File: src/design/mau_pkg.sv
// Shared types, codes and microcode store for the modular arithmetic unit.
package mau_pkg;

  // Default sizes and the modulus value after reset
  localparam int unsigned OPERAND_WIDTH_DEF  = 30;
  localparam int unsigned EXPONENT_WIDTH_DEF = 64;
  localparam logic [31:0] MODULUS_RESET      = 32'd1000000007;

  // Fixed field widths of an input beat
  localparam int unsigned OP_W        = 3;
  localparam int unsigned EXP_FIELD_W = 63;
  localparam int unsigned RAW_W       = 64;

  // Operation codes carried in the op field
  localparam logic [OP_W-1:0] OP_REDUCE = 3'd0;
  localparam logic [OP_W-1:0] OP_ADD    = 3'd1;
  localparam logic [OP_W-1:0] OP_SUB    = 3'd2;
  localparam logic [OP_W-1:0] OP_MUL    = 3'd3;
  localparam logic [OP_W-1:0] OP_POW    = 3'd4;
  localparam logic [OP_W-1:0] OP_INV    = 3'd5;
  localparam logic [OP_W-1:0] OP_DIV    = 3'd6;

  // Register map (byte addresses)
  localparam int unsigned  PADDR_W  = 2;
  localparam logic [PADDR_W-1:0] REG_MODULUS = 2'd0;

  // Microprogram counter
  localparam int unsigned UPC_W = 5;
  typedef logic [UPC_W-1:0] upc_t;

  // Datapath actions of one control word
  typedef enum logic [4:0] {
    U_NOP,
    U_LD_A,     // serial load: operand_a, addend one
    U_LD_B,     // serial load: operand_b, addend one
    U_LD_RAW,   // serial load: magnitude of raw_value, addend one
    U_LD_MUL,   // serial load: rb times ra
    U_LD_SQR,   // serial load: acc times acc
    U_LD_MULB,  // serial load: acc times base
    U_LD_DIV,   // serial load: acc times ra
    U_RUN,      // one shift-and-reduce step, held until the count runs out
    U_MV_RA,
    U_MV_RB,
    U_RAW_FIX,  // fold a negative raw value into 0..m-1
    U_ADD,
    U_SUB,
    U_POW_E,    // set up power with the exponent field
    U_INV_A,    // set up power of ra with m-2
    U_INV_B,    // set up power of rb with m-2
    U_E_NEXT,   // advance to the next exponent bit
    U_CLR
  } uop_e;

  // Jump conditions
  typedef enum logic [3:0] {
    C_NEXT,
    C_JMP,
    C_M_ZERO,
    C_M_LT2,
    C_RA_ZERO,
    C_RB_ZERO,
    C_EBIT_CLR,
    C_EMORE,
    C_NODIV,
    C_DISPATCH
  } cond_e;

  typedef enum logic {
    ST_IDLE,
    ST_EXEC
  } seq_state_e;

  typedef struct packed {
    uop_e  uop;
    cond_e cond;
    upc_t  target;
    logic  last;
  } ctl_t;

  // Program labels
  localparam upc_t L_PREP  = 5'd0;
  localparam upc_t L_RAW   = 5'd7;
  localparam upc_t L_ADD   = 5'd10;
  localparam upc_t L_SUB   = 5'd11;
  localparam upc_t L_MUL   = 5'd12;
  localparam upc_t L_POW   = 5'd14;
  localparam upc_t L_INV   = 5'd15;
  localparam upc_t L_DIV   = 5'd18;
  localparam upc_t L_LOOP  = 5'd21;
  localparam upc_t L_ENEXT = 5'd26;
  localparam upc_t L_DONE  = 5'd30;
  localparam upc_t L_ZERO  = 5'd31;

  function automatic ctl_t cw(uop_e u, cond_e c, upc_t t, logic l);
    return '{uop: u, cond: c, target: t, last: l};
  endfunction

  // Microcode store
  function automatic ctl_t ucode_rom(upc_t addr);
    ctl_t w;
    w = cw(U_CLR, C_NEXT, L_ZERO, 1'b1);
    unique case (addr)
      // a zero modulus gives zero; else reduce both operands, then branch on the operation
      5'd0:  w = cw(U_NOP,     C_M_ZERO,   L_ZERO,  1'b0);
      5'd1:  w = cw(U_LD_A,    C_NEXT,     L_PREP,  1'b0);
      5'd2:  w = cw(U_RUN,     C_NEXT,     L_PREP,  1'b0);
      5'd3:  w = cw(U_MV_RA,   C_NEXT,     L_PREP,  1'b0);
      5'd4:  w = cw(U_LD_B,    C_NEXT,     L_PREP,  1'b0);
      5'd5:  w = cw(U_RUN,     C_NEXT,     L_PREP,  1'b0);
      5'd6:  w = cw(U_MV_RB,   C_DISPATCH, L_PREP,  1'b0);
      // reduce raw value
      5'd7:  w = cw(U_LD_RAW,  C_NEXT,     L_PREP,  1'b0);
      5'd8:  w = cw(U_RUN,     C_NEXT,     L_PREP,  1'b0);
      5'd9:  w = cw(U_RAW_FIX, C_NEXT,     L_PREP,  1'b1);
      // add, subtract
      5'd10: w = cw(U_ADD,     C_NEXT,     L_PREP,  1'b1);
      5'd11: w = cw(U_SUB,     C_NEXT,     L_PREP,  1'b1);
      // multiply
      5'd12: w = cw(U_LD_MUL,  C_NEXT,     L_PREP,  1'b0);
      5'd13: w = cw(U_RUN,     C_NEXT,     L_PREP,  1'b1);
      // power
      5'd14: w = cw(U_POW_E,   C_JMP,      L_LOOP,  1'b0);
      // inverse
      5'd15: w = cw(U_NOP,     C_M_LT2,    L_ZERO,  1'b0);
      5'd16: w = cw(U_NOP,     C_RA_ZERO,  L_ZERO,  1'b0);
      5'd17: w = cw(U_INV_A,   C_JMP,      L_LOOP,  1'b0);
      // divide: invert b, then multiply by a after the loop
      5'd18: w = cw(U_NOP,     C_M_LT2,    L_ZERO,  1'b0);
      5'd19: w = cw(U_NOP,     C_RB_ZERO,  L_ZERO,  1'b0);
      5'd20: w = cw(U_INV_B,   C_NEXT,     L_PREP,  1'b0);
      // square and multiply, top exponent bit first
      5'd21: w = cw(U_LD_SQR,  C_NEXT,     L_PREP,  1'b0);
      5'd22: w = cw(U_RUN,     C_NEXT,     L_PREP,  1'b0);
      5'd23: w = cw(U_NOP,     C_EBIT_CLR, L_ENEXT, 1'b0);
      5'd24: w = cw(U_LD_MULB, C_NEXT,     L_PREP,  1'b0);
      5'd25: w = cw(U_RUN,     C_NEXT,     L_PREP,  1'b0);
      5'd26: w = cw(U_E_NEXT,  C_EMORE,    L_LOOP,  1'b0);
      5'd27: w = cw(U_NOP,     C_NODIV,    L_DONE,  1'b0);
      5'd28: w = cw(U_LD_DIV,  C_NEXT,     L_PREP,  1'b0);
      5'd29: w = cw(U_RUN,     C_NEXT,     L_PREP,  1'b1);
      5'd30: w = cw(U_NOP,     C_NEXT,     L_PREP,  1'b1);
      5'd31: w = cw(U_CLR,     C_NEXT,     L_PREP,  1'b1);
      default: w = cw(U_CLR,   C_NEXT,     L_ZERO,  1'b1);
    endcase
    return w;
  endfunction

  // Entry point of each operation after the operands are reduced
  function automatic upc_t dispatch(logic [OP_W-1:0] op);
    upc_t t;
    t = L_ZERO;
    unique case (op)
      OP_REDUCE: t = L_RAW;
      OP_ADD:    t = L_ADD;
      OP_SUB:    t = L_SUB;
      OP_MUL:    t = L_MUL;
      OP_POW:    t = L_POW;
      OP_INV:    t = L_INV;
      OP_DIV:    t = L_DIV;
      default:   t = L_ZERO;
    endcase
    return t;
  endfunction

endpackage

File: src/design/modular_arithmetic_unit.sv
// Modular arithmetic unit: microcoded sequencer over a bit-serial modular datapath.
// Each beat first reduces both operands (W = OPERAND_WIDTH, E = min(EXPONENT_WIDTH, 63)),
//   then runs add/sub, reduce of raw_value, mul, pow over E exponent bits, inverse as pow
//   with m-2 over W bits, or divide as b inverted times a; a zero modulus gives zero.
// Flow: one bit per cycle, new beats only when idle; an untaken result holds the last step.
// Reset: asynchronous, active low; the modulus returns to 1000000007, no result pending.
module modular_arithmetic_unit #(
  parameter int unsigned OPERAND_WIDTH  = mau_pkg::OPERAND_WIDTH_DEF,
  parameter int unsigned EXPONENT_WIDTH = mau_pkg::EXPONENT_WIDTH_DEF
) (
  input  logic                          clk_i,
  input  logic                          rst_ni,
  // APB register port
  input  logic                          psel,
  input  logic                          penable,
  input  logic                          pwrite,
  input  logic [mau_pkg::PADDR_W-1:0]   paddr,
  input  logic [31:0]                   pwdata,
  output logic [31:0]                   prdata,
  output logic                          pready,
  // input stream
  input  logic                          s_axis_tvalid,
  output logic                          s_axis_tready,
  // tdata: op, operand_a, operand_b, exponent, raw_value, zero fill
  input  logic [((3+2*OPERAND_WIDTH+127+7)/8)*8-1:0] s_axis_tdata,
  // result stream
  output logic                          m_axis_tvalid,
  input  logic                          m_axis_tready,
  // tdata: residue, zero fill
  output logic [((OPERAND_WIDTH+7)/8)*8-1:0]         m_axis_tdata
);
  import mau_pkg::*;

  localparam int unsigned OW       = OPERAND_WIDTH;
  localparam int unsigned EXP_BITS = (EXPONENT_WIDTH > EXP_FIELD_W) ? EXP_FIELD_W
                                                                    : EXPONENT_WIDTH;
  localparam int unsigned EREG_W   = (EXP_BITS > OW) ? EXP_BITS : OW;
  localparam int unsigned SH_W     = RAW_W;
  localparam int unsigned LCNT_W   = $clog2(SH_W + 1);
  localparam int unsigned ECNT_W   = $clog2(EREG_W + 1);
  localparam int unsigned OUT_W    = ((OW + 7) / 8) * 8;
  localparam int unsigned A_LSB    = OP_W;
  localparam int unsigned B_LSB    = A_LSB + OW;
  localparam int unsigned E_LSB    = B_LSB + OW;
  localparam int unsigned R_LSB    = E_LSB + EXP_FIELD_W;

  // Control state
  seq_state_e        state_q, state_d;
  upc_t              pc_q, pc_d;
  logic [OW-1:0]     mod_q;
  logic              out_valid_q;
  logic [OW-1:0]     out_res_q;

  // Captured beat
  logic [OP_W-1:0]     op_q;
  logic [OW-1:0]       a_q, b_q;
  logic [EXP_BITS-1:0] exp_q;
  logic [RAW_W-1:0]    raw_q;

  // Datapath registers
  logic [OW-1:0]     ra_q, ra_d, rb_q, rb_d, acc_q, acc_d;
  logic [OW-1:0]     add_q, add_d, base_q, base_d;
  logic [SH_W-1:0]   sh_q, sh_d;
  logic [LCNT_W-1:0] lcnt_q, lcnt_d;
  logic [EREG_W-1:0] e_q, e_d;
  logic [ECNT_W-1:0] ecnt_q, ecnt_d;

  ctl_t              ctl;
  logic              in_fire, out_free, run_hold, stall, exec_en, finish, taken;
  logic [OW+1:0]     st_sum, st_m1, st_m2, st_res;
  logic [OW:0]       as_sum, as_m;
  logic [OW-1:0]     as_res, as_rhs;

  assign ctl      = ucode_rom(pc_q);
  assign in_fire  = s_axis_tvalid && s_axis_tready;
  assign out_free = !out_valid_q || m_axis_tready;
  assign run_hold = (ctl.uop == U_RUN) && (lcnt_q != LCNT_W'(1));
  assign stall    = ctl.last && !out_free;
  assign exec_en  = (state_q == ST_EXEC) && !stall;
  assign finish   = exec_en && !run_hold && ctl.last;

  // APB register port
  assign pready = 1'b1;
  assign prdata = 32'(mod_q);

  always_ff @(posedge clk_i or negedge rst_ni) begin
    if (!rst_ni) begin
      mod_q <= OW'(MODULUS_RESET);
    end else if (psel && penable && pwrite && (paddr == REG_MODULUS)) begin
      mod_q <= pwdata[OW-1:0];
    end
  end

  // Streams
  assign s_axis_tready = (state_q == ST_IDLE);
  assign m_axis_tvalid = out_valid_q;
  assign m_axis_tdata  = OUT_W'(out_res_q);

  // Serial step: acc = 2*acc + bit*addend, brought below m
  assign st_m1  = (OW + 2)'(mod_q);
  assign st_m2  = st_m1 << 1;
  assign st_sum = {1'b0, acc_q, 1'b0} + (OW + 2)'(sh_q[SH_W-1] ? add_q : '0);
  always_comb begin
    if (st_sum >= st_m2) begin
      st_res = st_sum - st_m2;
    end else if (st_sum >= st_m1) begin
      st_res = st_sum - st_m1;
    end else begin
      st_res = st_sum;
    end
  end

  // Add and subtract of reduced residues
  assign as_m   = {1'b0, mod_q};
  assign as_rhs = (ctl.uop == U_SUB) ? (mod_q - rb_q) : rb_q;
  assign as_sum = {1'b0, ra_q} + {1'b0, as_rhs};
  assign as_res = (as_sum >= as_m) ? OW'(as_sum - as_m) : OW'(as_sum);

  // Jump condition
  always_comb begin
    case (ctl.cond)
      C_NEXT:     taken = 1'b0;
      C_JMP:      taken = 1'b1;
      C_M_ZERO:   taken = (mod_q == '0);
      C_M_LT2:    taken = (mod_q < OW'(2));
      C_RA_ZERO:  taken = (ra_q == '0);
      C_RB_ZERO:  taken = (rb_q == '0);
      C_EBIT_CLR: taken = !e_q[EREG_W-1];
      C_EMORE:    taken = (ecnt_q != ECNT_W'(1));
      C_NODIV:    taken = (op_q != OP_DIV);
      C_DISPATCH: taken = 1'b1;
      default:    taken = 1'b0;
    endcase
  end

  // Next state and step counter
  always_comb begin
    state_d = state_q;
    pc_d    = pc_q;
    unique case (state_q)
      ST_IDLE: begin
        if (in_fire) begin
          state_d = ST_EXEC;
          pc_d    = L_PREP;
        end
      end
      ST_EXEC: begin
        if (finish) begin
          state_d = ST_IDLE;
        end else if (exec_en && !run_hold) begin
          if (ctl.cond == C_DISPATCH) begin
            pc_d = dispatch(op_q);
          end else if (taken) begin
            pc_d = ctl.target;
          end else begin
            pc_d = pc_q + UPC_W'(1);
          end
        end
      end
      default: state_d = ST_IDLE;
    endcase
  end

  always_ff @(posedge clk_i or negedge rst_ni) begin
    if (!rst_ni) begin
      state_q <= ST_IDLE;
      pc_q    <= L_PREP;
    end else begin
      state_q <= state_d;
      pc_q    <= pc_d;
    end
  end

  // Datapath actions of the current control word
  always_comb begin
    ra_d   = ra_q;
    rb_d   = rb_q;
    acc_d  = acc_q;
    add_d  = add_q;
    base_d = base_q;
    sh_d   = sh_q;
    lcnt_d = lcnt_q;
    e_d    = e_q;
    ecnt_d = ecnt_q;
    if (exec_en) begin
      case (ctl.uop) inside
        U_LD_A: begin
          sh_d   = SH_W'(a_q) << (SH_W - OW);
          add_d  = OW'(1);
          lcnt_d = LCNT_W'(OW);
          acc_d  = '0;
        end
        U_LD_B: begin
          sh_d   = SH_W'(b_q) << (SH_W - OW);
          add_d  = OW'(1);
          lcnt_d = LCNT_W'(OW);
          acc_d  = '0;
        end
        U_LD_RAW: begin
          sh_d   = raw_q[RAW_W-1] ? (SH_W'(0) - raw_q) : raw_q;
          add_d  = OW'(1);
          lcnt_d = LCNT_W'(SH_W);
          acc_d  = '0;
        end
        U_LD_MUL: begin
          sh_d   = SH_W'(rb_q) << (SH_W - OW);
          add_d  = ra_q;
          lcnt_d = LCNT_W'(OW);
          acc_d  = '0;
        end
        U_LD_SQR: begin
          sh_d   = SH_W'(acc_q) << (SH_W - OW);
          add_d  = acc_q;
          lcnt_d = LCNT_W'(OW);
          acc_d  = '0;
        end
        U_LD_MULB: begin
          sh_d   = SH_W'(acc_q) << (SH_W - OW);
          add_d  = base_q;
          lcnt_d = LCNT_W'(OW);
          acc_d  = '0;
        end
        U_LD_DIV: begin
          sh_d   = SH_W'(acc_q) << (SH_W - OW);
          add_d  = ra_q;
          lcnt_d = LCNT_W'(OW);
          acc_d  = '0;
        end
        U_RUN: begin
          acc_d  = st_res[OW-1:0];
          sh_d   = sh_q << 1;
          lcnt_d = lcnt_q - LCNT_W'(1);
        end
        U_MV_RA: ra_d = acc_q;
        U_MV_RB: rb_d = acc_q;
        U_RAW_FIX: begin
          acc_d = (raw_q[RAW_W-1] && (acc_q != '0)) ? (mod_q - acc_q) : acc_q;
        end
        U_ADD, U_SUB: acc_d = as_res;
        U_POW_E: begin
          base_d = ra_q;
          e_d    = EREG_W'(exp_q) << (EREG_W - EXP_BITS);
          ecnt_d = ECNT_W'(EXP_BITS);
          acc_d  = (mod_q == OW'(1)) ? '0 : OW'(1);
        end
        U_INV_A: begin
          base_d = ra_q;
          e_d    = EREG_W'(mod_q - OW'(2)) << (EREG_W - OW);
          ecnt_d = ECNT_W'(OW);
          acc_d  = OW'(1);
        end
        U_INV_B: begin
          base_d = rb_q;
          e_d    = EREG_W'(mod_q - OW'(2)) << (EREG_W - OW);
          ecnt_d = ECNT_W'(OW);
          acc_d  = OW'(1);
        end
        U_E_NEXT: begin
          e_d    = e_q << 1;
          ecnt_d = ecnt_q - ECNT_W'(1);
        end
        U_CLR: acc_d = '0;
        default: ;
      endcase
    end
  end

  // Loop counters
  always_ff @(posedge clk_i or negedge rst_ni) begin
    if (!rst_ni) begin
      lcnt_q <= '0;
      ecnt_q <= '0;
    end else begin
      lcnt_q <= lcnt_d;
      ecnt_q <= ecnt_d;
    end
  end

  // Datapath payload
  always_ff @(posedge clk_i) begin
    ra_q   <= ra_d;
    rb_q   <= rb_d;
    acc_q  <= acc_d;
    add_q  <= add_d;
    base_q <= base_d;
    sh_q   <= sh_d;
    e_q    <= e_d;
  end

  // Capture the accepted beat
  always_ff @(posedge clk_i) begin
    if (in_fire) begin
      op_q  <= s_axis_tdata[OP_W-1:0];
      a_q   <= s_axis_tdata[A_LSB +: OW];
      b_q   <= s_axis_tdata[B_LSB +: OW];
      exp_q <= s_axis_tdata[E_LSB +: EXP_BITS];
      raw_q <= s_axis_tdata[R_LSB +: RAW_W];
    end
  end

  // Output register: load on the last step, drop when taken
  always_ff @(posedge clk_i or negedge rst_ni) begin
    if (!rst_ni) begin
      out_valid_q <= 1'b0;
    end else if (finish) begin
      out_valid_q <= 1'b1;
    end else if (m_axis_tready) begin
      out_valid_q <= 1'b0;
    end
  end

  always_ff @(posedge clk_i) begin
    if (finish) begin
      out_res_q <= acc_d;
    end
  end

endmodule

File: config.mk
export PLATFORM = sky130hd
export DESIGN_NAME = modular_arithmetic_unit
export DESIGN_NICKNAME = d
export VERILOG_FILES = /design/src/design/mau_pkg.sv /design/src/design/modular_arithmetic_unit.sv
export SDC_FILE = /design/constraint.sdc
export NUM_CORES = 1
export LEC_CHECK = 0
export BUFFER_PORTS_ARGS = -buffer_cell sky130_fd_sc_hd__buf_2
export CORE_ASPECT_RATIO = 2
export CORE_MARGIN = 5
export CORE_UTILIZATION = 40
export CTS_BUF_LIST = sky130_fd_sc_hd__clkbuf_8
export CTS_CLUSTER_DIAMETER = 150
export DETAILED_ROUTE_END_ITERATION = 8
export HOLD_SLACK_MARGIN = 0.08
export PLACE_DENSITY = 0.68
export SETUP_SLACK_MARGIN = 0.4
export SYNTH_ARGS = -nofsm -noshare
export SYNTH_HDL_FRONTEND = slang
export SYNTH_SLANG_ARGS = --single-unit
File: constraint.sdc
create_clock -name clk_i -period 12.38 [get_ports clk_i]
set_input_delay 2.476 -clock clk_i [delete_from_list [all_inputs] [get_ports clk_i]]
set_output_delay 2.476 -clock clk_i [all_outputs]
set_load 0.02 [all_outputs]
==> run_results.csv, run 1 <==
group,metric,value,unit
logic_synthesis,ys_types,90,
sta,setup_viol,0,
placed_design,dpl_worst_slack,2470,ps
placed_design,dp_cells,5177,
sta,layout_setup_ws,2210,ps
sta,worst_pin_slew,1230,ps
placed_design,finalWeightedCongestion,0.996,
sta,relSlewSlack,17.5,%
sta,rsz0062_at_grt,"no",
cts,clkTransAtPathRegs,70,ps
sta,post-route-min-period,10170,ps
sta,final.setup_skew,55.2,ps
global_route,grt_max_degree,162,
logic_synthesis,ys_seq_elements,547,
logic_synthesis,yosys_warnings,0,
route,drt_first_pass_iters,6,
worst_setup_path,worst_ep_required_time,12900,ps
route,routed_wl,137000,um
worst_setup_path,path_buf_inv,4,
floorplan,num_io_pins,300,
final_layout,layout_common_cells,"467 x edfxtp_1, 350 x a21oi_1, 344 x nand2_1",
logic_synthesis,netlist_area,36300,um^2
route,drc,0,
outcome,status,"complete, no violations",
sta,fmaxAchievable,98.3,MHz
placed_design,port_buffers,290,
worst_setup_path,arrival,10690,ps
cts,h-tree-depth,3,
route,post_drt_wl_per_cell,25.6,um
global_route,track_usage,27.2,%
logic_synthesis,ys_seq_area_share,43.8,%
global_route,grt_pass1_vias,32415,
logic_synthesis,yosys-top-cells-area,"edfxtp_1 39%, ha_1 7.7%, a21oi_1 4.9%",
worst_setup_path,crit_fanout,52,
cts,cts_tree,"done",
cts,clk_latency,790,ps
cts,root_buffer,"clkbuf_8",
global_route,grt_antenna_before_repair,7,
floorplan,die_height,436,um
global_route,grt_pass1_wl,199000,um
logic_synthesis,synth_edf_count,467,
logic_synthesis,yosysTopAreaCellShare,38.7,%
floorplan,design.die.area,97200,um^2
cts,clk_path_buf_depth,3,
route,viasPerCell,5.91,
worst_hold_path,hold_path.class,"flop to flop",
logic_synthesis,synthFlopType,"edfxtp_1",
final_layout,fin_nets,4542,
sta,fin_crit_sh,82.1,%
final_layout,n_fill_cell,8839,
cts,post_cts_resized,0,
logic_synthesis,synth_async_sr_flop_share,9.14,%
route,vias,31540,
floorplan,core_area,90200,um^2
worst_setup_path,crit_family,"compound AO/OA/AOI/OAI gates",
flow_run,max-cap-violations,0,
worst_setup_path,cp_slowest_cell,"o211a_1",
route,drt_iter0_markers,2001,
logic_synthesis,synthCells,3806,
route,postRouteAntennaNets,0,
floorplan,row_count,156,
floorplan,initial_utilization,40.2,%
floorplan,chipWidth,223,um
worst_setup_path,cpPeakStageDelay,790,ps
final_layout,area.growth.synth_to_final,13.1,%
worst_setup_path,cp-end-kind,"flop",
final_layout,finalNonFillerCells,5340,
logic_synthesis,synth_area_per_cell,9.53,um^2
worst_setup_path,crit_type,"flop to flop",
cts,cts_hold_buf,0,
placed_design,hpwl,107000,um
global_route,grt_overflow,0,
sta,tns,0,ps
logic_synthesis,synth.largest_area_cell,"edfxtp_1",
cts,postCtsSetupRepairBufs,0,
cts,clock_sinks,547,
final_layout,layout_commonest_cell,"edfxtp_1",
final_layout,drive_gt1_share,14.6,%
worst_setup_path,startpoint_type,"flop",
cts,numCtsBuffers,84,
sta,hold_viol,0,
sta,finalMaxSlewViolations,0,
worst paths after layout:
check	start	endpoint	slack [ps]	cells past startpoint
max	pc_q[1]	out_res_q[22]	2210	32
min	exp_q[6]	e_q[6]	500	1
max reg2reg	pc_q[1]	out_res_q[22]	2210	32
min reg2reg	exp_q[6]	e_q[6]	500	1
max in group asynchronous	rst_ni	lcnt_q[5]	9950	2
min in group asynchronous	rst_ni	ecnt_q[2]	1870	2
synth_stat cells, drive strengths merged (81+ instances only):
library cell and count:
a211oi 89, a21o 81, a21oi 352, clkbuf 155, edfxtp 467, ha 223, inv 151, nand2 345
nand3 85, nor2 322, o21ai 290, xnor2 168, xor2 86
through the flow:
step                      hold WS, ps  area [um^2]  util (%)
after floorplan                   424        36300         -
after global placement            471        39200      43.5
after detailed placement          480        39200      43.5
after CTS                         498        41000      45.5
after global routing              525        41000      45.5
final                             499        41000      45.5
final cells by class:
cell class	count	area [um^2]	area share, %
clock buffer	88	1210	2.95
timing repair buffer	365	2020	4.93
inverter	153	574	1.40
clock inverter	70	589	1.44
multi-input combinational	2928	19300	46.9
antenna	4	10.0	0.0244
sequential	547	15900	38.7
tap	1185	1480	3.61
cell families (layout without fill, tap and decap cells):
logic type / count (synthesis) / in the layout / share of synthesized area (%)
buf+inv: 334 / 676 / 3.58
compound gates: 1230 / 1230 / 21.6
simple gates: 1145 / 1145 / 14.9
flops: 547 / 547 / 43.8
xor+xnor: 254 / 254 / 6.13
fa+ha+maj: 230 / 230 / 8.08
other cells: 2 / 9 / 0.0207
mux: 64 / 64 / 1.89
per-layer routing:
layer,share of wire [%],track usage (%),vias to the layer above
met2,53,50.8,1181
met3,4.7,4.14,513
li1,-,-,14798
met4,11,23.5,2
met5,0.0095,0,-
met1,32,25.2,15046
state kept, by name, indices dropped and copies added (netlist names), 3 cells and up:
signal,cells
e_q,63
sh_q,64
add_q,30
pc_q,5
mod_q,30
b_q,30
out_res_q,30
base_q,30
exp_q,63
ecnt_q,6
ra_q,30
acc_q,30
rb_q,30
op_q,3
raw_q,64
a_q,30
lcnt_q,7
worst reg2reg max path: cells and delay by family (launching register included):
family          cells  cell delay (ps)
fa+ha+maj           3             1140
mux                 1              410
compound gates     16             5050
xor+xnor            1              200
simple gates        7             1600
buf+inv             4              940
flops               1              560
Power of run 1 is not shown: default switching activity piles up to over one toggle a cycle in this logic, so the estimate is an artifact.
==> inputs of run 2 (changes only) <==
- ABC_AREA: not set -> 1
- PLACE_DENSITY: 0.68 -> 0.7
- clock period: 12.38 -> 8.6 ns (I/O delays scaled with it)
==> run_results.csv, run 2 <==
group,metric,value,unit
final_layout,largest_registers,"raw_q: 64 flops, sh_q: 64 flops",
worst_setup_path,cpPeakStageDelay,990,ps
worst_setup_path,worst_ep_required_time,9150,ps
logic_synthesis,ys_types,68,
sta,rsz0062_at_grt,"yes",
sta,relSlewSlack,12.7,%
global_route,track_usage,39.1,%
final_layout,layout_commonest_cell,"nand2_1",
global_route,grt_antenna_before_repair,15,
cts,numCtsBuffers,82,
cts,cts_hold_buf,0,
final_layout,area.growth.synth_to_final,16.7,%
cts,postCtsSetupRepairBufs,0,
logic_synthesis,synth_area_per_cell,7.64,um^2
final_layout,fin_nets,6215,
placed_design,finalWeightedCongestion,1.14,
route,viasPerCell,5.75,
cts,post_cts_resized,0,
logic_synthesis,ys_seq_area_share,39.9,%
route,drc,0,
worst_setup_path,crit_fanout,22,
worst_setup_path,cp-end-kind,"flop",
sta,fmaxAchievable,125,MHz
floorplan,design.die.area,106000,um^2
sta,final.setup_skew,54.8,ps
worst_setup_path,crit_type,"flop to flop",
sta,fin_crit_sh,93.1,%
floorplan,chipWidth,233,um
route,post_drt_wl_per_cell,29.9,um
floorplan,core_area,98700,um^2
logic_synthesis,yosysTopAreaCellShare,35.2,%
logic_synthesis,synth.most_common_cell,"nand2_1",
route,drt_iter0_markers,3563,
cts,h-tree-depth,3,
logic_synthesis,synthCells,5213,
sta,holdWs,516,ps
flow_run,max-cap-violations,0,
outcome,status,"complete, no violations",
floorplan,num_io_pins,300,
placed_design,port_buffers,290,
route,drt_first_pass_iters,7,
floorplan,initial_utilization,40.4,%
worst_hold_path,hold_path.class,"flop to flop",
route,vias,41133,
global_route,grt_max_degree,111,
worst_setup_path,startpoint_type,"flop",
global_route,grt_overflow,0,
route,postRouteAntennaNets,0,
final_layout,fin_util,47.1,%
logic_synthesis,netlist_area,39800,um^2
logic_synthesis,ys_seq_elements,547,
sta,hold_viol,0,
sta,setup_viol,0,
placed_design,hpwl,172000,um
cts,clk_latency,810,ps
worst_setup_path,arrival,8560,ps
cts,clock_sinks,547,
final_layout,finalNonFillerCells,7151,
sta,finalMaxSlewViolations,0,
floorplan,die_height,456,um
logic_synthesis,synth.largest_area_cell,"edfxtp_1",
worst_setup_path,crit_path_frequent_cell,"nand2_1",
cts,clk_path_buf_depth,3,
logic_synthesis,yosys_warnings,0,
cts,root_buffer,"clkbuf_8",
logic_synthesis,synth_common_cells,"1333 x nand2_1, 537 x nor2_1, 524 x inv_1, 467 x edfxtp_1, 376 x a21oi_1",
final_layout,layout_common_cells,"1331 x nand2_1, 535 x inv_1, 534 x nor2_1",
floorplan,row_count,163,
sta,post-route-min-period,8010,ps
logic_synthesis,synth_async_sr_flop_share,9.14,%
cts,cts_tree,"done",
worst_setup_path,cp_slowest_cell,"o21ai_0",
sta,worst_pin_slew,1300,ps
logic_synthesis,synthFlopType,"edfxtp_1",
logic_synthesis,yosys-top-cells-area,"edfxtp_1 35%, nand2_1 13%, ha_1 7.0%",
placed_design,dp_cells,6988,
sta,tns,0,ps
cts,clkTransAtPathRegs,70,ps
route,routed_wl,214000,um
final_layout,drive_gt1_share,15.0,%
global_route,grt_pass1_vias,41176,
final_layout,n_fill_cell,10257,
logic_synthesis,synth_edf_count,467,
global_route,grt_pass1_wl,292000,um
worst_setup_path,reg2reg_slack,590,ps
==> run 2: cell count changes in the layout (fill, tap and decap cells not counted), sizes merged, moves of 119 or more <==
| cell | delta |
|---|---|
| o21ai | +119 |
| nand2 | +1007 |
| nor2 | +234 |
| buf | +230 |
| nand3 | +263 |
| inv | +400 |
==> run 2: critical path: cells and delay by family, from the launching register on <==
kind                       cells  cell delay [ps]
AOI/OAI and AO/OA              9             2040
xor gates and xnor gates       1              710
adders and majority gates      3             1070
buffers and inverters          5              920
DFF                            1              450
and+or+nand+nor               19             2560
==> run 2: cell families after synthesis <==
| logic type | after synthesis | synth area share (%) |
|---|---|---|
| simple gates | 2499 | 26.6 |
| compound gates | 1048 | 14.9 |
| buf+inv | 697 | 6.98 |
| flops | 547 | 39.9 |
| fa+ha+maj | 230 | 7.36 |
| xor+xnor | 187 | 4.11 |
| mux | 3 | 0.0754 |
| other cells | 2 | 0.0189 |
==> run 2: path summary, 6_finish.rpt <==
path	from	endpoint	cells after the start
worst max-delay path	pc_q[0]	out_res_q[27]	37
worst min-delay path	a_q[16]	sh_q[50]	2
worst max register to register	pc_q[0]	out_res_q[27]	37
worst min register to register	a_q[16]	sh_q[50]	2
max in group asynchronous	rst_ni	lcnt_q[4]	2
min in group asynchronous	rst_ni	ecnt_q[1]	2
==> run 2: area by class of cell <==
class | count | area (um^2) | area share (%)
sequential | 547 | 15900 | 34.2
clock buffer | 88 | 1210 | 2.61
inverter | 555 | 2100 | 4.53
tap | 1320 | 1650 | 3.55
antenna | 15 | 37.5 | 0.0808
multi-input combinational | 3972 | 21300 | 45.7
clock inverter | 60 | 544 | 1.17
timing repair buffer | 594 | 3780 | 8.14
==> run 2: metrics by stage <==
stage / area (um^2) / setup WS [ps]
final: 46500 / 590
after global routing: 46400 / 332
after CTS: 46400 / 634
after detailed placement: 44700 / 654
after global placement: 44700 / 665
after floorplan: 39800 / 2590
==> run 2: per-layer routing <==
| layer | part of all wire, % | global-route usage (%) | wire [um] |
|---|---|---|---|
| met2 | 49 | 67.7 | 105000 |
| met1 | 29 | 32.8 | 61000 |
| met3 | 6.6 | 9.24 | 14100 |
| met4 | 15 | 46.9 | 33100 |
| met5 | 0.040 | 0 | 85 |
Power of run 2 is left out for the same reason.
